--- src/hdl/lane_edge_tracker_steering_macros.svh ---
// ----------------------------------------------------------------------------
// Lane edge tracker assertion macros
// Concurrent assertion shorthands clocked on clk, disabled while rst_n is low.
// ----------------------------------------------------------------------------
`ifndef LANE_EDGE_TRACKER_STEERING_MACROS_SVH
`define LANE_EDGE_TRACKER_STEERING_MACROS_SVH

// same-cycle implication
`define LETS_ASSERT_IMP(lbl, ante, cons, msg) \
  lbl: assert property (@(posedge clk) disable iff (!rst_n) (ante) |-> (cons)) \
    else $error(msg);

// next-cycle implication
`define LETS_ASSERT_NXT(lbl, ante, cons, msg) \
  lbl: assert property (@(posedge clk) disable iff (!rst_n) (ante) |=> (cons)) \
    else $error(msg);

`endif

--- src/hdl/lets_pkg.sv ---
// ----------------------------------------------------------------------------
// Lane edge tracker package
// Shared constants, register indexes and inter-module structs.
// ----------------------------------------------------------------------------
`default_nettype none

package lets_pkg;

  localparam int SCAN_ROWS = 40;
  localparam int IMG_COLS  = 80;
  localparam int IMG_ROWS  = 60;
  localparam int HALF_COLS = 40;

  localparam int ROW_AW = (SCAN_ROWS > 1) ? $clog2(SCAN_ROWS) : 1;
  localparam int RC_W   = 6;

  localparam int LEFT_W   = 6;
  localparam int RIGHT_W  = 7;
  localparam int CENTER_W = 8;
  localparam int CROSS_W  = 6;
  localparam int DUTY_W   = 14;
  localparam int GAIN_W   = 8;
  localparam int GSUM_W   = 9;
  localparam int CFG_IW   = 3;

  localparam int SCAN_ORIGIN = 40;
  localparam int LEFT_N      = 39;
  localparam int RIGHT_N     = 38;
  localparam int LEFT_DEF    = 1;
  localparam int RIGHT_DEF   = 78;
  localparam int CENTER_DEF  = 40;
  localparam int CROSS_GAP   = 60;
  localparam int TURN_BONUS  = 20;

  localparam int ROW_A  = 39;
  localparam int ROW_B  = 30;
  localparam int RC_A   = IMG_ROWS - 1 - ROW_A;
  localparam int RC_B   = IMG_ROWS - 1 - ROW_B;

  localparam int RECIP_10 = 6554;
  localparam int RECIP_SH = 16;

  localparam logic [CFG_IW-1:0] REG_DUTY_CENTER = 3'd0;
  localparam logic [CFG_IW-1:0] REG_DUTY_GAIN   = 3'd1;
  localparam logic [CFG_IW-1:0] REG_DUTY_MIN    = 3'd2;
  localparam logic [CFG_IW-1:0] REG_DUTY_MAX    = 3'd3;

  typedef struct packed {
    logic                lf;
    logic [LEFT_W-1:0]   left;
    logic                rf;
    logic [RIGHT_W-1:0]  right;
  } edge_t;

  typedef struct packed {
    logic                last;
    logic [CENTER_W-1:0] ca;
    logic [CENTER_W-1:0] cb;
    logic [GSUM_W-1:0]   gain;
  } steer_t;

  typedef struct packed {
    logic [DUTY_W-1:0] center;
    logic [DUTY_W-1:0] dmin;
    logic [DUTY_W-1:0] dmax;
  } duty_cfg_t;

endpackage

`default_nettype wire

--- src/hdl/lets_ram.sv ---
// ----------------------------------------------------------------------------
// Generic RAM
// One write port, one read port, registered read data.
// ----------------------------------------------------------------------------
`default_nettype none

module lets_ram #(
  parameter int WIDTH = 8,
  parameter int DEPTH = 40,
  localparam int AW = (DEPTH > 1) ? $clog2(DEPTH) : 1
) (
  input  logic             clk,
  input  logic             we,
  input  logic [AW-1:0]    waddr,
  input  logic [WIDTH-1:0] wdata,
  input  logic [AW-1:0]    raddr,
  output logic [WIDTH-1:0] rdata
);

  logic [WIDTH-1:0] mem [DEPTH];

  always_ff @(posedge clk) begin
    if (we) begin
      mem[waddr] <= wdata;
    end
    rdata <= mem[raddr];
  end

endmodule

`default_nettype wire

--- src/hdl/lets_edge_scan.sv ---
// ----------------------------------------------------------------------------
// Lane edge scan
// One detector lane per candidate column on each side, merged by a
// nearest-to-center priority select.
// ----------------------------------------------------------------------------
`default_nettype none

module lets_edge_scan (
  input  logic [lets_pkg::HALF_COLS-1:0] pixels_low,
  input  logic [lets_pkg::HALF_COLS-1:0] pixels_high,
  output lets_pkg::edge_t                edge_o
);

  logic [lets_pkg::IMG_COLS-1:0] pix;
  logic [lets_pkg::LEFT_N-1:0]   hit_l;
  logic [lets_pkg::RIGHT_N-1:0]  hit_r;

  assign pix = {pixels_high, pixels_low};

  always_comb begin
    for (int k = 0; k < lets_pkg::LEFT_N; k++) begin
      hit_l[k] = pix[lets_pkg::SCAN_ORIGIN - k] & ~pix[lets_pkg::SCAN_ORIGIN - 2 - k];
    end
    for (int k = 0; k < lets_pkg::RIGHT_N; k++) begin
      hit_r[k] = pix[lets_pkg::SCAN_ORIGIN + k] & ~pix[lets_pkg::SCAN_ORIGIN + 2 + k];
    end
  end

  always_comb begin
    edge_o.lf    = |hit_l;
    edge_o.left  = lets_pkg::LEFT_W'(lets_pkg::LEFT_DEF);
    for (int k = lets_pkg::LEFT_N - 1; k >= 0; k--) begin
      if (hit_l[k]) begin
        edge_o.left = lets_pkg::LEFT_W'(lets_pkg::SCAN_ORIGIN + 2 - k);
      end
    end
    edge_o.rf    = |hit_r;
    edge_o.right = lets_pkg::RIGHT_W'(lets_pkg::RIGHT_DEF);
    for (int k = lets_pkg::RIGHT_N - 1; k >= 0; k--) begin
      if (hit_r[k]) begin
        edge_o.right = lets_pkg::RIGHT_W'(lets_pkg::SCAN_ORIGIN - 2 + k);
      end
    end
  end

endmodule

`default_nettype wire

--- src/hdl/lets_steer.sv ---
// ----------------------------------------------------------------------------
// Steering duty pipeline
// Weighted center error, divide by ten, gain multiply and duty clamp.
// ----------------------------------------------------------------------------
`default_nettype none

module lets_steer (
  input  logic                        clk,
  input  logic                        advance,
  input  lets_pkg::steer_t            st,
  input  lets_pkg::duty_cfg_t         cfg,
  output logic [lets_pkg::DUTY_W-1:0] duty
);

  logic signed [9:0]  ea, eb;
  logic signed [12:0] wsum;
  logic [11:0]        mag;
  logic [24:0]        prod;
  logic [7:0]         quo;
  logic signed [8:0]  t_nxt;

  logic signed [8:0]              t_r;
  logic [lets_pkg::GSUM_W-1:0]    g_r;
  logic                           last_r;

  logic signed [18:0] pg;
  logic signed [19:0] d0, d1, d2;
  logic signed [19:0] smin, smax;

  always_comb begin
    ea    = $signed({2'b00, st.ca}) - 10'sd40;
    eb    = $signed({2'b00, st.cb}) - 10'sd40;
    wsum  = 13'(ea * 8) + 13'(eb * 2);
    mag   = wsum[12] ? 12'(-wsum) : 12'(wsum);
    prod  = 25'(mag) * 25'(lets_pkg::RECIP_10);
    quo   = prod[lets_pkg::RECIP_SH +: 8];
    t_nxt = wsum[12] ? -$signed({1'b0, quo}) : $signed({1'b0, quo});
  end

  always_ff @(posedge clk) begin
    if (advance) begin
      t_r    <= t_nxt;
      g_r    <= st.gain;
      last_r <= st.last;
    end
  end

  always_comb begin
    pg   = t_r * $signed({1'b0, g_r});
    smin = $signed({6'b0, cfg.dmin});
    smax = $signed({6'b0, cfg.dmax});
    d0   = $signed({6'b0, cfg.center}) + 20'(pg);
    d1   = (d0 <= smin) ? smin : d0;
    d2   = (d1 >= smax) ? smax : d1;
  end

  always_ff @(posedge clk) begin
    if (advance) begin
      duty <= last_r ? d2[lets_pkg::DUTY_W-1:0] : '0;
    end
  end

endmodule

`default_nettype wire

--- src/hdl/lane_edge_tracker_steering.sv ---
// Pipeline: a row passes through the s1, s2 and output registers before it reaches the output.
// Throughput: one row per cycle while out_ready is high; a stall holds all stages.
// Rate set by the combinational edge lanes and the two-stage duty pipeline.
// Reset: synchronous rst_n clears row state and valid flags and sets duty registers to defaults.
// The center store is cleared at once by per-row valid bits.
// ----------------------------------------------------------------------------
// Lane edge tracker with steering output
// Finds lane edges per row, tracks row centers and computes steering duty.
// ----------------------------------------------------------------------------
`default_nettype none

module lane_edge_tracker_steering (
  input  logic                            clk,
  input  logic                            rst_n,
  input  logic                            in_valid,
  output logic                            in_ready,
  input  logic [lets_pkg::HALF_COLS-1:0]  in_pixels_low,
  input  logic [lets_pkg::HALF_COLS-1:0]  in_pixels_high,
  output logic                            out_valid,
  input  logic                            out_ready,
  output logic [lets_pkg::LEFT_W-1:0]     out_left_edge,
  output logic [lets_pkg::RIGHT_W-1:0]    out_right_edge,
  output logic [lets_pkg::CENTER_W-1:0]   out_center_col,
  output logic                            out_frame_done,
  output logic [lets_pkg::DUTY_W-1:0]     out_steer_duty,
  input  logic                            cfg_we,
  input  logic [lets_pkg::CFG_IW-1:0]     cfg_index,
  input  logic [lets_pkg::DUTY_W-1:0]     cfg_wdata
);

`include "lane_edge_tracker_steering_macros.svh"

  logic [lets_pkg::DUTY_W-1:0] duty_center_r, duty_min_r, duty_max_r;
  logic [lets_pkg::GAIN_W-1:0] duty_gain_r;

  logic [lets_pkg::RC_W-1:0]     rc_r, rc_nxt;
  logic [lets_pkg::RIGHT_W-1:0]  prev_left_r, prev_right_r;
  logic [lets_pkg::CENTER_W-1:0] prev_center_r;
  logic [lets_pkg::CROSS_W-1:0]  cross_r, cross_nxt;
  logic                          lturn_r, lturn_nxt, rturn_r, rturn_nxt;
  logic [lets_pkg::SCAN_ROWS-1:0] row_valid_r;
  logic [lets_pkg::CENTER_W-1:0] ca_r, cb_r;

  logic                          advance, accept, last, gap;
  lets_pkg::edge_t               edg;
  logic [lets_pkg::CENTER_W-1:0] ram_rdata, stored, c;
  logic [lets_pkg::ROW_AW-1:0]   ram_raddr;
  lets_pkg::steer_t              st_nxt;
  lets_pkg::duty_cfg_t           dcfg;

  logic                          s1_valid_r, s2_valid_r, out_valid_r;
  logic [lets_pkg::LEFT_W-1:0]   s1_left_r, s2_left_r;
  logic [lets_pkg::RIGHT_W-1:0]  s1_right_r, s2_right_r;
  logic [lets_pkg::CENTER_W-1:0] s1_c_r, s2_c_r;
  logic                          s2_last_r;
  lets_pkg::steer_t              s1_st_r;

  assign advance   = !out_valid_r || out_ready;
  assign in_ready  = advance;
  assign accept    = in_valid && in_ready;
  assign out_valid = out_valid_r;

  always_ff @(posedge clk) begin
    if (!rst_n) begin
      duty_center_r <= lets_pkg::DUTY_W'(5000);
      duty_gain_r   <= lets_pkg::GAIN_W'(10);
      duty_min_r    <= lets_pkg::DUTY_W'(4000);
      duty_max_r    <= lets_pkg::DUTY_W'(6000);
    end else if (cfg_we) begin
      case (cfg_index)
        lets_pkg::REG_DUTY_CENTER: duty_center_r <= cfg_wdata;
        lets_pkg::REG_DUTY_GAIN:   duty_gain_r   <= cfg_wdata[lets_pkg::GAIN_W-1:0];
        lets_pkg::REG_DUTY_MIN:    duty_min_r    <= cfg_wdata;
        lets_pkg::REG_DUTY_MAX:    duty_max_r    <= cfg_wdata;
        default: ;
      endcase
    end
  end

  lets_edge_scan u_scan (
    .pixels_low  (in_pixels_low),
    .pixels_high (in_pixels_high),
    .edge_o      (edg)
  );

  assign last      = (rc_r == lets_pkg::RC_W'(lets_pkg::SCAN_ROWS - 1));
  assign rc_nxt    = last ? '0 : rc_r + 1'b1;
  assign ram_raddr = accept ? rc_nxt[lets_pkg::ROW_AW-1:0] : rc_r[lets_pkg::ROW_AW-1:0];

  lets_ram #(
    .WIDTH (lets_pkg::CENTER_W),
    .DEPTH (lets_pkg::SCAN_ROWS)
  ) u_store (
    .clk   (clk),
    .we    (accept),
    .waddr (rc_r[lets_pkg::ROW_AW-1:0]),
    .wdata (c),
    .raddr (ram_raddr),
    .rdata (ram_rdata)
  );

  always_comb begin
    stored    = row_valid_r[rc_r[lets_pkg::ROW_AW-1:0]] ? ram_rdata : '0;
    gap       = {1'b0, edg.right} > ({2'b00, edg.left} + 8'(lets_pkg::CROSS_GAP));
    c         = stored;
    cross_nxt = cross_r;
    lturn_nxt = lturn_r;
    rturn_nxt = rturn_r;
    if (edg.lf && edg.rf) begin
      c = 8'(({2'b00, edg.left} + {1'b0, edg.right}) >> 1);
    end else if (gap) begin
      cross_nxt = cross_r + 1'b1;
    end else if (!edg.lf && edg.rf && cross_r == '0) begin
      c = {1'b0, edg.right} - ({1'b0, prev_right_r} - prev_center_r);
      lturn_nxt = 1'b1;
    end else if (edg.lf && !edg.rf && cross_r == '0) begin
      c = {2'b00, edg.left} + (prev_center_r - {1'b0, prev_left_r});
      rturn_nxt = 1'b1;
    end
    st_nxt.last = last;
    st_nxt.ca   = (rc_r == lets_pkg::RC_W'(lets_pkg::RC_A)) ? c : ca_r;
    st_nxt.cb   = (rc_r == lets_pkg::RC_W'(lets_pkg::RC_B)) ? c : cb_r;
    st_nxt.gain = {1'b0, duty_gain_r} +
                  ((lturn_nxt && rturn_nxt) ? lets_pkg::GSUM_W'(lets_pkg::TURN_BONUS) : '0);
  end

  always_ff @(posedge clk) begin
    if (!rst_n) begin
      rc_r          <= '0;
      prev_left_r   <= lets_pkg::RIGHT_W'(lets_pkg::LEFT_DEF);
      prev_right_r  <= lets_pkg::RIGHT_W'(lets_pkg::RIGHT_DEF);
      prev_center_r <= lets_pkg::CENTER_W'(lets_pkg::CENTER_DEF);
      cross_r       <= '0;
      lturn_r       <= 1'b0;
      rturn_r       <= 1'b0;
      row_valid_r   <= '0;
      ca_r          <= '0;
      cb_r          <= '0;
    end else if (accept) begin
      rc_r <= rc_nxt;
      row_valid_r[rc_r[lets_pkg::ROW_AW-1:0]] <= 1'b1;
      ca_r <= st_nxt.ca;
      cb_r <= st_nxt.cb;
      if (last) begin
        prev_left_r   <= lets_pkg::RIGHT_W'(lets_pkg::LEFT_DEF);
        prev_right_r  <= lets_pkg::RIGHT_W'(lets_pkg::RIGHT_DEF);
        prev_center_r <= lets_pkg::CENTER_W'(lets_pkg::CENTER_DEF);
        cross_r       <= '0;
        lturn_r       <= 1'b0;
        rturn_r       <= 1'b0;
      end else begin
        prev_left_r   <= {1'b0, edg.left};
        prev_right_r  <= edg.right;
        prev_center_r <= c;
        cross_r       <= cross_nxt;
        lturn_r       <= lturn_nxt;
        rturn_r       <= rturn_nxt;
      end
    end
  end

  always_ff @(posedge clk) begin
    if (!rst_n) begin
      s1_valid_r  <= 1'b0;
      s2_valid_r  <= 1'b0;
      out_valid_r <= 1'b0;
    end else if (advance) begin
      s1_valid_r  <= accept;
      s2_valid_r  <= s1_valid_r;
      out_valid_r <= s2_valid_r;
    end
  end

  always_ff @(posedge clk) begin
    if (advance) begin
      s1_left_r      <= edg.left;
      s1_right_r     <= edg.right;
      s1_c_r         <= c;
      s1_st_r        <= st_nxt;
      s2_left_r      <= s1_left_r;
      s2_right_r     <= s1_right_r;
      s2_c_r         <= s1_c_r;
      s2_last_r      <= s1_st_r.last;
      out_left_edge  <= s2_left_r;
      out_right_edge <= s2_right_r;
      out_center_col <= s2_c_r;
      out_frame_done <= s2_last_r;
    end
  end

  assign dcfg.center = duty_center_r;
  assign dcfg.dmin   = duty_min_r;
  assign dcfg.dmax   = duty_max_r;

  lets_steer u_steer (
    .clk     (clk),
    .advance (advance),
    .st      (s1_st_r),
    .cfg     (dcfg),
    .duty    (out_steer_duty)
  );

  `LETS_ASSERT_IMP(a_rc_bound, 1'b1, rc_r < lets_pkg::RC_W'(lets_pkg::SCAN_ROWS), "row count out of range")
  `LETS_ASSERT_NXT(a_frame_wrap, accept && last, rc_r == '0, "row count did not wrap at frame end")
  `LETS_ASSERT_NXT(a_rc_step, accept && !last, rc_r == $past(rc_r) + 1'b1, "row count did not advance")
  `LETS_ASSERT_IMP(a_duty_idle, out_valid && !out_frame_done, out_steer_duty == '0, "duty set on non-final row")

endmodule

`default_nettype wire

--- config.mk ---
export PLATFORM = sky130hd
export DESIGN_NAME = lane_edge_tracker_steering
export DESIGN_NICKNAME = d
export VERILOG_FILES = /design/src/hdl/lets_pkg.sv /design/src/hdl/lets_ram.sv /design/src/hdl/lets_edge_scan.sv /design/src/hdl/lets_steer.sv /design/src/hdl/lane_edge_tracker_steering.sv
export VERILOG_INCLUDE_DIRS = /design/src /design/src/hdl
export SDC_FILE = /design/constraint.sdc
export NUM_CORES = 2
export LEC_CHECK = 0
export BUFFER_PORTS_ARGS = -buffer_cell sky130_fd_sc_hd__buf_2
export CAP_MARGIN = 20
export CORE_ASPECT_RATIO = 0.9
export CORE_MARGIN = 2
export CORE_UTILIZATION = 49
export DETAILED_ROUTE_END_ITERATION = 16
export PLACE_DENSITY = 0.66
export SYNTH_ARGS = -nofsm -noshare
export SYNTH_HDL_FRONTEND = slang
export SYNTH_SLANG_ARGS = --single-unit
--- constraint.sdc ---
create_clock -name clk -period 12.7 [get_ports clk]
set_input_delay 1.905 -clock clk [delete_from_list [all_inputs] [get_ports clk]]
set_output_delay 1.905 -clock clk [all_outputs]
set_load 0.05 [all_outputs]
# Word level (Yosys, flattened, before mapping)

Memories as Yosys holds them, arrays and structs flattened. A register that Yosys moved wholly into a read port is not among the register bits.
Index checks and enable logic that the tools add are counted.

Register bits: 268
RAM bits: 320
Bits of input ports: 102
Output and inout bits: 38
Logic and storage cells: 355
Memories: 1

Memories:

| name        | depth | width | read ports | clocked after Yosys merged registers in | wr ports | RTL line       | RTL |
|---|---|---|---|---|---|---|---|
| u_store.mem | 40    | 8     | 1          | 1                                       | 1        | lets_ram.sv:20 | `logic [WIDTH-1:0] mem [DEPTH];` |

$add $sub $neg: 15
Multipliers: 2
Order comparisons: 5
Eq/ne operators: 7
Multiplexer cells: 112
Bitwise logic cells: 155
Reductions and logical operators: 22

Operators with widths:

| cell                   | count |
|---|---|
| $mux 7                 | 27 |
| $mux 6                 | 17 |
| $mux 5                 | 17 |
| $and 1x1->1            | 77 |
| $not 1->1              | 77 |
| $mux 8                 | 9 |
| $mux 4                 | 16 |
| $or 40x40->40          | 1 |
| $reduce_or 39->1       | 1 |
| $reduce_or 38->1       | 1 |
| $mux 3                 | 8 |
| $mul 12x12->23 const B | 1 |
| $add 15x19->20         | 1 |
| $ge 20x15->1           | 1 |
| $le 20x15->1           | 1 |
| $mux 20                | 1 |
| $mul 9x10->19          | 1 |
| $sub 8x6->9 const B    | 2 |
| $sub 7x8->8            | 2 |
| $mux 14                | 1 |
| $add 12x10->13         | 1 |
| $mux 1                 | 13 |
| $add 6x1->6 const B    | 2 |
| $eq 6x5->1 const B     | 2 |
| 25 further kinds       | 38 |

# Logic depth before layout (Yosys ltp)

Depth after elaboration: 48
Mapped depth: 39
Mapped depth without buffers: 35

# By module

A second synthesis with hierarchy kept.

Cell total of the unflattened synthesis: 2958
Area total of the unflattened synthesis: 33814.9 µm²

By module, submodules not included:

| module                     | times used | cells each | area an instance (µm²) | sequential area each (µm²) |
|---|---|---|---|---|
| lets_ram                   | 1          | 696        | 12993.7                | 9769.4 |
| lane_edge_tracker_steering | 1          | 1045       | 10617.7                | 5615.4 |
| lets_steer                 | 1          | 953        | 8598.2                 | 991.0 |
| lets_edge_scan             | 1          | 264        | 1605.3                 | 0.0 |

# Worst setup path after synthesis

OpenSTA, ideal clock, no wires.

Kind: register -> register
From: reg u_steer.t_r[2]
To: reg u_steer.duty[1] (netlist bit) (data pin)
Setup time: 256 ps
Arrival time: 8647 ps
Data required time: 12444 ps
Setup slack: 3797 ps
Cell stages (with the launch flop): 40
Buffers on the path: 4
Period minus slack after synthesis: 8903 ps
Cells stage by stage: edfxtp_1 clkbuf_1 nand2_1 fa_1 inv_1 fa_1 inv_1 fa_1 inv_1 fa_1 fa_1 ha_1 or2_2 a21oi_1 a21oi_1 a21o_1 a21o_1 a21oi_1 (+4 left out) o21ai_0 a21boi_0 a31oi_1 a21oi_2 buf_2 mux2_1 ha_1 a211oi_1 o21ai_0 o211ai_1 a21oi_1 or4_1 a21oi_1 o21a_1 buf_2 clkbuf_1 nor3b_1 a31o_2

Word-level cells in the longest chain between the ends: 6

Ends and longest elaborated chain:

| item                   | RTL line         | RTL |
|---|---|---|
| start, declared        | lets_steer.sv:22 | `logic signed [8:0] t_r;` |
| start signal, assigned | lets_steer.sv:42 | `t_r <= t_nxt;` |
| $mul 9x10->19 (*)      | lets_steer.sv:49 | `pg = t_r * $signed({1'b0, g_r});` |
| $add 15x19->20 (*)     | lets_steer.sv:52 | `d0 = $signed({6'b0, cfg.center}) + 20'(pg);` |
| $le 20x15->1           | lets_steer.sv:53 | `d1 = (d0 <= smin) ? smin : d0;` |
| $mux 20 (*)            | lets_steer.sv:53 |  |
| $ge 20x15->1           | lets_steer.sv:54 | `d2 = (d1 >= smax) ? smax : d1;` |
| $mux 14 (*)            | lets_steer.sv:54 |  |
| end signal, assigned   | lets_steer.sv:59 | `duty <= last_r ? d2[lets_pkg::DUTY_W-1:0] : '0;` |
| end, declared          | lets_steer.sv:12 | `output logic [lets_pkg::DUTY_W-1:0] duty` |

Every way passes the cells marked *; elsewhere a longest branch is shown, timed or not.
A chain may end at the register's enable or synchronous reset.

# Final worst setup path

From: reg u_steer.g_r[1] (netlist bit)
To: reg u_steer.duty[9] (netlist bit) (data pin)

Word-level cells in the longest chain between the ends: 6

Ends and longest elaborated chain:

| item                   | RTL line         | RTL |
|---|---|---|
| start, declared        | lets_steer.sv:23 | `logic [lets_pkg::GSUM_W-1:0] g_r;` |
| start signal, assigned | lets_steer.sv:43 | `g_r <= st.gain;` |
| $mul 9x10->19 (*)      | lets_steer.sv:49 |  |
| $add 15x19->20 (*)     | lets_steer.sv:52 |  |
| $le 20x15->1           | lets_steer.sv:53 |  |
| $mux 20 (*)            | lets_steer.sv:53 |  |
| $ge 20x15->1           | lets_steer.sv:54 |  |
| $mux 14 (*)            | lets_steer.sv:54 |  |

Marks and branches as above.

==> flow_summary.ini <==
[run_status]
status = finished, final reports clean

[power]
powerDensity_mw_per_mm2 = 276
p_switching_w = 0.00420
p_int_w = 0.00588
power_frac_seq_pct = 23.8
p_leak_nw = 14.5
ir_drop_v = 0.000331
clockPowerShare_pct = 18.2
power.share.switching_pct = 41.6
pwr-share-comb_pct = 58.0

[timing]
drv_slew = 0
tightest_slew_ps = 1110
period_share_pct = 79.1
finalCriticalPeriod_ps = 10050
rsz0062_at_grt = no
hold_violations = 0
setup_tns_ps = 0
fmax_mhz = 99.5
skew_ps = 61.7
slew_headroom_pct = 25.7
setup_viol = 0

[route]
wl_per_cell_um = 19.9
antenna_left = 0
dr_total_vias = 21508
post-route-drc-count = 0
first_iter_violations = 1783
vias_per_cell = 5.71
routed_wl_um = 74900
first_pass_iters = 5

[cts]
cts_tree = yes
post_cts_buffers = 0
insertion_delay_ps = 660
cts_max_path_buffers = 3
clkSlewWorstSetupHoldPaths_ps = 60
clock-root-buffer = clkbuf_16
cts_made_buffers = 60
cts_max_level = 2
cts_resized = 0
hold_buffers = 0
numClockSinks = 595

[worst_setup_path]
cp-start-kind = register
cp.arrival_ps = 10420
critPathMaxStageDelay_ps = 790
rr_worst_depth = 34
r2r-end = u_steer.duty[9]
crit_fanout = 27
worstSetupEndpointType = register
cp.required_ps = 13080
ff2ff_setup_slack_ps = 2650
critPathSlowestCell = o21a_1
reg2reg_from = u_steer.g_r[1]
critical_path_class = reg2reg

[cells_and_area]
nNetsFinal = 3282
nFillCells = 5467
fin_cells = 3766
stdcell_area_mm2 = 0.0365
multi_input_area_mm2 = 0.0152
register_area_mm2 = 0.0163
antenna_cells = 0
drive_above_1_share_pct = 14.2
areaGrowthSynthToFinish_pct = 11.4

[synthesis]
synth_cell_type_count = 97
syn-cell-area_mm2 = 0.0328
synthTopCellsByArea = edfxtp_1 41%, dfxtp_1 9.3%, ha_1 8.4%
synth_edf_count = 443
avgSynthCellArea_um2 = 12.1
syn_nets = 3149
yosysMostFrequentCell = edfxtp_1
yosysWarnings = 0
yosysTopAreaCellShare_pct = 40.6
synth_ff_type = edfxtp_1
ys_seq_area_share_pct = 49.9
synthArstFlopShare_pct = 0
synth.top_cells.by_count = 443 x edfxtp_1, 278 x nand2_1, 242 x inv_1
synth_cells = 2718
ys_ff_latch = 595
yosys.area.top_type = edfxtp_1

[floorplanning]
ioPinCount = 140
initial_utilization_pct = 49.7
die_x_um = 277
dieArea_mm2 = 0.0690
row_count = 89
core_mm2 = 0.0659
die_h_um = 249

[worst_hold_path]
whs_path_depth = 0
min_to = s2_right_r[0]
hp-start = s1_right_r[0]
min_path_type = reg2reg

[place]
dp_cells = 3651
place_congestion = 0.912
dp_hpwl_um = 53200
io_buffers = 139
place_area_mm2 = 0.0344

[grt]
grt_use_total_pct = 21.7
grt_max_degree = 72
first_global_vias = 21704
grt_pass1_wl_um = 120000
antenna_found_initial = 0
overflow = 0

[run]
drv_cap = 0
## power by group through the flow
| stage | combinational, W | sequential [W] | clock [W] |
|---|---|---|---|
| finish | 0.00585 | 0.00240 | 0.00183 |
| global route | 0.00667 | 0.00241 | 0.00195 |
| global placement | 0.00571 | 0.00244 | 0 |
| detailed placement | 0.00580 | 0.00244 | 0 |
| CTS | 0.00588 | 0.00240 | 0.00187 |
| floorplan | 0.00449 | 0.00249 | 0 |
## cells in the final DEF (no fill, tap or decap), types with 13 or more instances in the layout
cell / n
edfxtp_1: 443
buf_4: 30
buf_2: 138
mux2_2: 14
mux4_2: 84
and2_1: 62
o211ai_1: 20
a31oi_1: 13
nor3_1: 23
xnor2_1: 59
nor2b_1: 62
nand2_1: 278
xor2_1: 25
nand3_1: 45
a21o_1: 23
inv_1: 241
nand4_1: 14
ha_1: 220
clkinv_2: 13
nor3b_1: 15
or3_1: 14
nor2_1: 121
o21ai_0: 93
o21bai_1: 15
a311oi_1: 18
clkbuf_16: 60
a21boi_0: 36
a31o_2: 15
dfxtp_1: 152
o21a_1: 58
a21oi_1: 90
clkinv_1: 14
a211oi_1: 30
fa_1: 109
nand2b_1: 35
## worst max-delay path: cells and delay by family (launching register included)
family	cells	cell delay, ps
compound gates	16	3720
xor+xnor	1	110
buf+inv	2	120
flops	1	520
fa+ha+maj	8	3420
mux	1	420
simple gates	6	1480
## worst max-delay path by stage
stage / start / endpoint / slack [ps] / depth (start not counted)
2_1_floorplan: u_steer.t_r[2] / u_steer.duty[1] / 3800 / 39
3_5_place_dp: u_steer.g_r[5] / u_steer.duty[3] / 2740 / 35
5_1_grt: u_steer.g_r[0] / u_steer.duty[11] / 2140 / 33
3_3_place_gp: u_steer.g_r[5] / u_steer.duty[3] / 2920 / 35
6_report: u_steer.g_r[1] / u_steer.duty[9] / 2650 / 34
4_1_cts: u_steer.g_r[1] / u_steer.duty[3] / 2690 / 34
## cells by family (layout without fill, tap and decap cells)
group                      after synthesis  after routing  share of synthesized area [%]
and+or+nand+nor                        728            728                           10.9
adders and majority gates              330            330                           15.1
AOI/OAI and AO/OA                      523            523                           11.0
DFF                                    595            595                           49.9
muxes                                  113            113                           6.72
xor gates and xnor gates                87             87                           2.37
buffers and inverters                  342            526                           4.08
## state kept, by name, summed over array words and instances (netlist names), 7 cells and up
name            flops
prev_center_r       8
duty_gain_r         8
out_center_col      8
row_valid_r        40
s2_right_r          7
ca_r                8
s2_c_r              8
s1_st_r            26
u_store.mem       320
cb_r                8
s1_c_r              8
duty_center_r      14
prev_right_r        7
u_store.rdata       8
u_steer.g_r         9
out_right_edge      7
u_steer.duty       14
s1_right_r          7
duty_max_r         14
u_steer.t_r         9
duty_min_r         14
## per-stage QoR
stage / worst slack (ps) / utilization, % / hold slack [ps] / total power [W]
after global placement: 2920 / 52.2 / 402 / 0.00815
after detailed placement: 2740 / 52.2 / 405 / 0.00824
final: 2650 / 55.4 / 417 / 0.0101
after global routing: 2140 / 55.4 / 424 / 0.0110
after CTS: 2690 / 55.4 / 418 / 0.0102
after floorplan: 3800 / - / 400 / 0.00698
## metal layers
metal	wire length (um)	up-vias	track usage [%]	part of all wire, %
met3	4120	91	2.68	5.5
met1	34500	10701	31.7	46
li1	-	10106	-	-
met4	1240	0	5.14	1.7
met2	35100	610	34.9	47
met5	0	-	0	0
## area by class of cell
cell class,count,area share (%)
Sequential cell,595,44.8
Multi-Input combinational cell,1781,41.5
Clock buffer,72,4.23
Tap cell,864,2.96
Timing Repair Buffer,169,2.58
Inverter,244,2.52
Clock inverter,41,1.43
(Power assumes the default switching activity.)
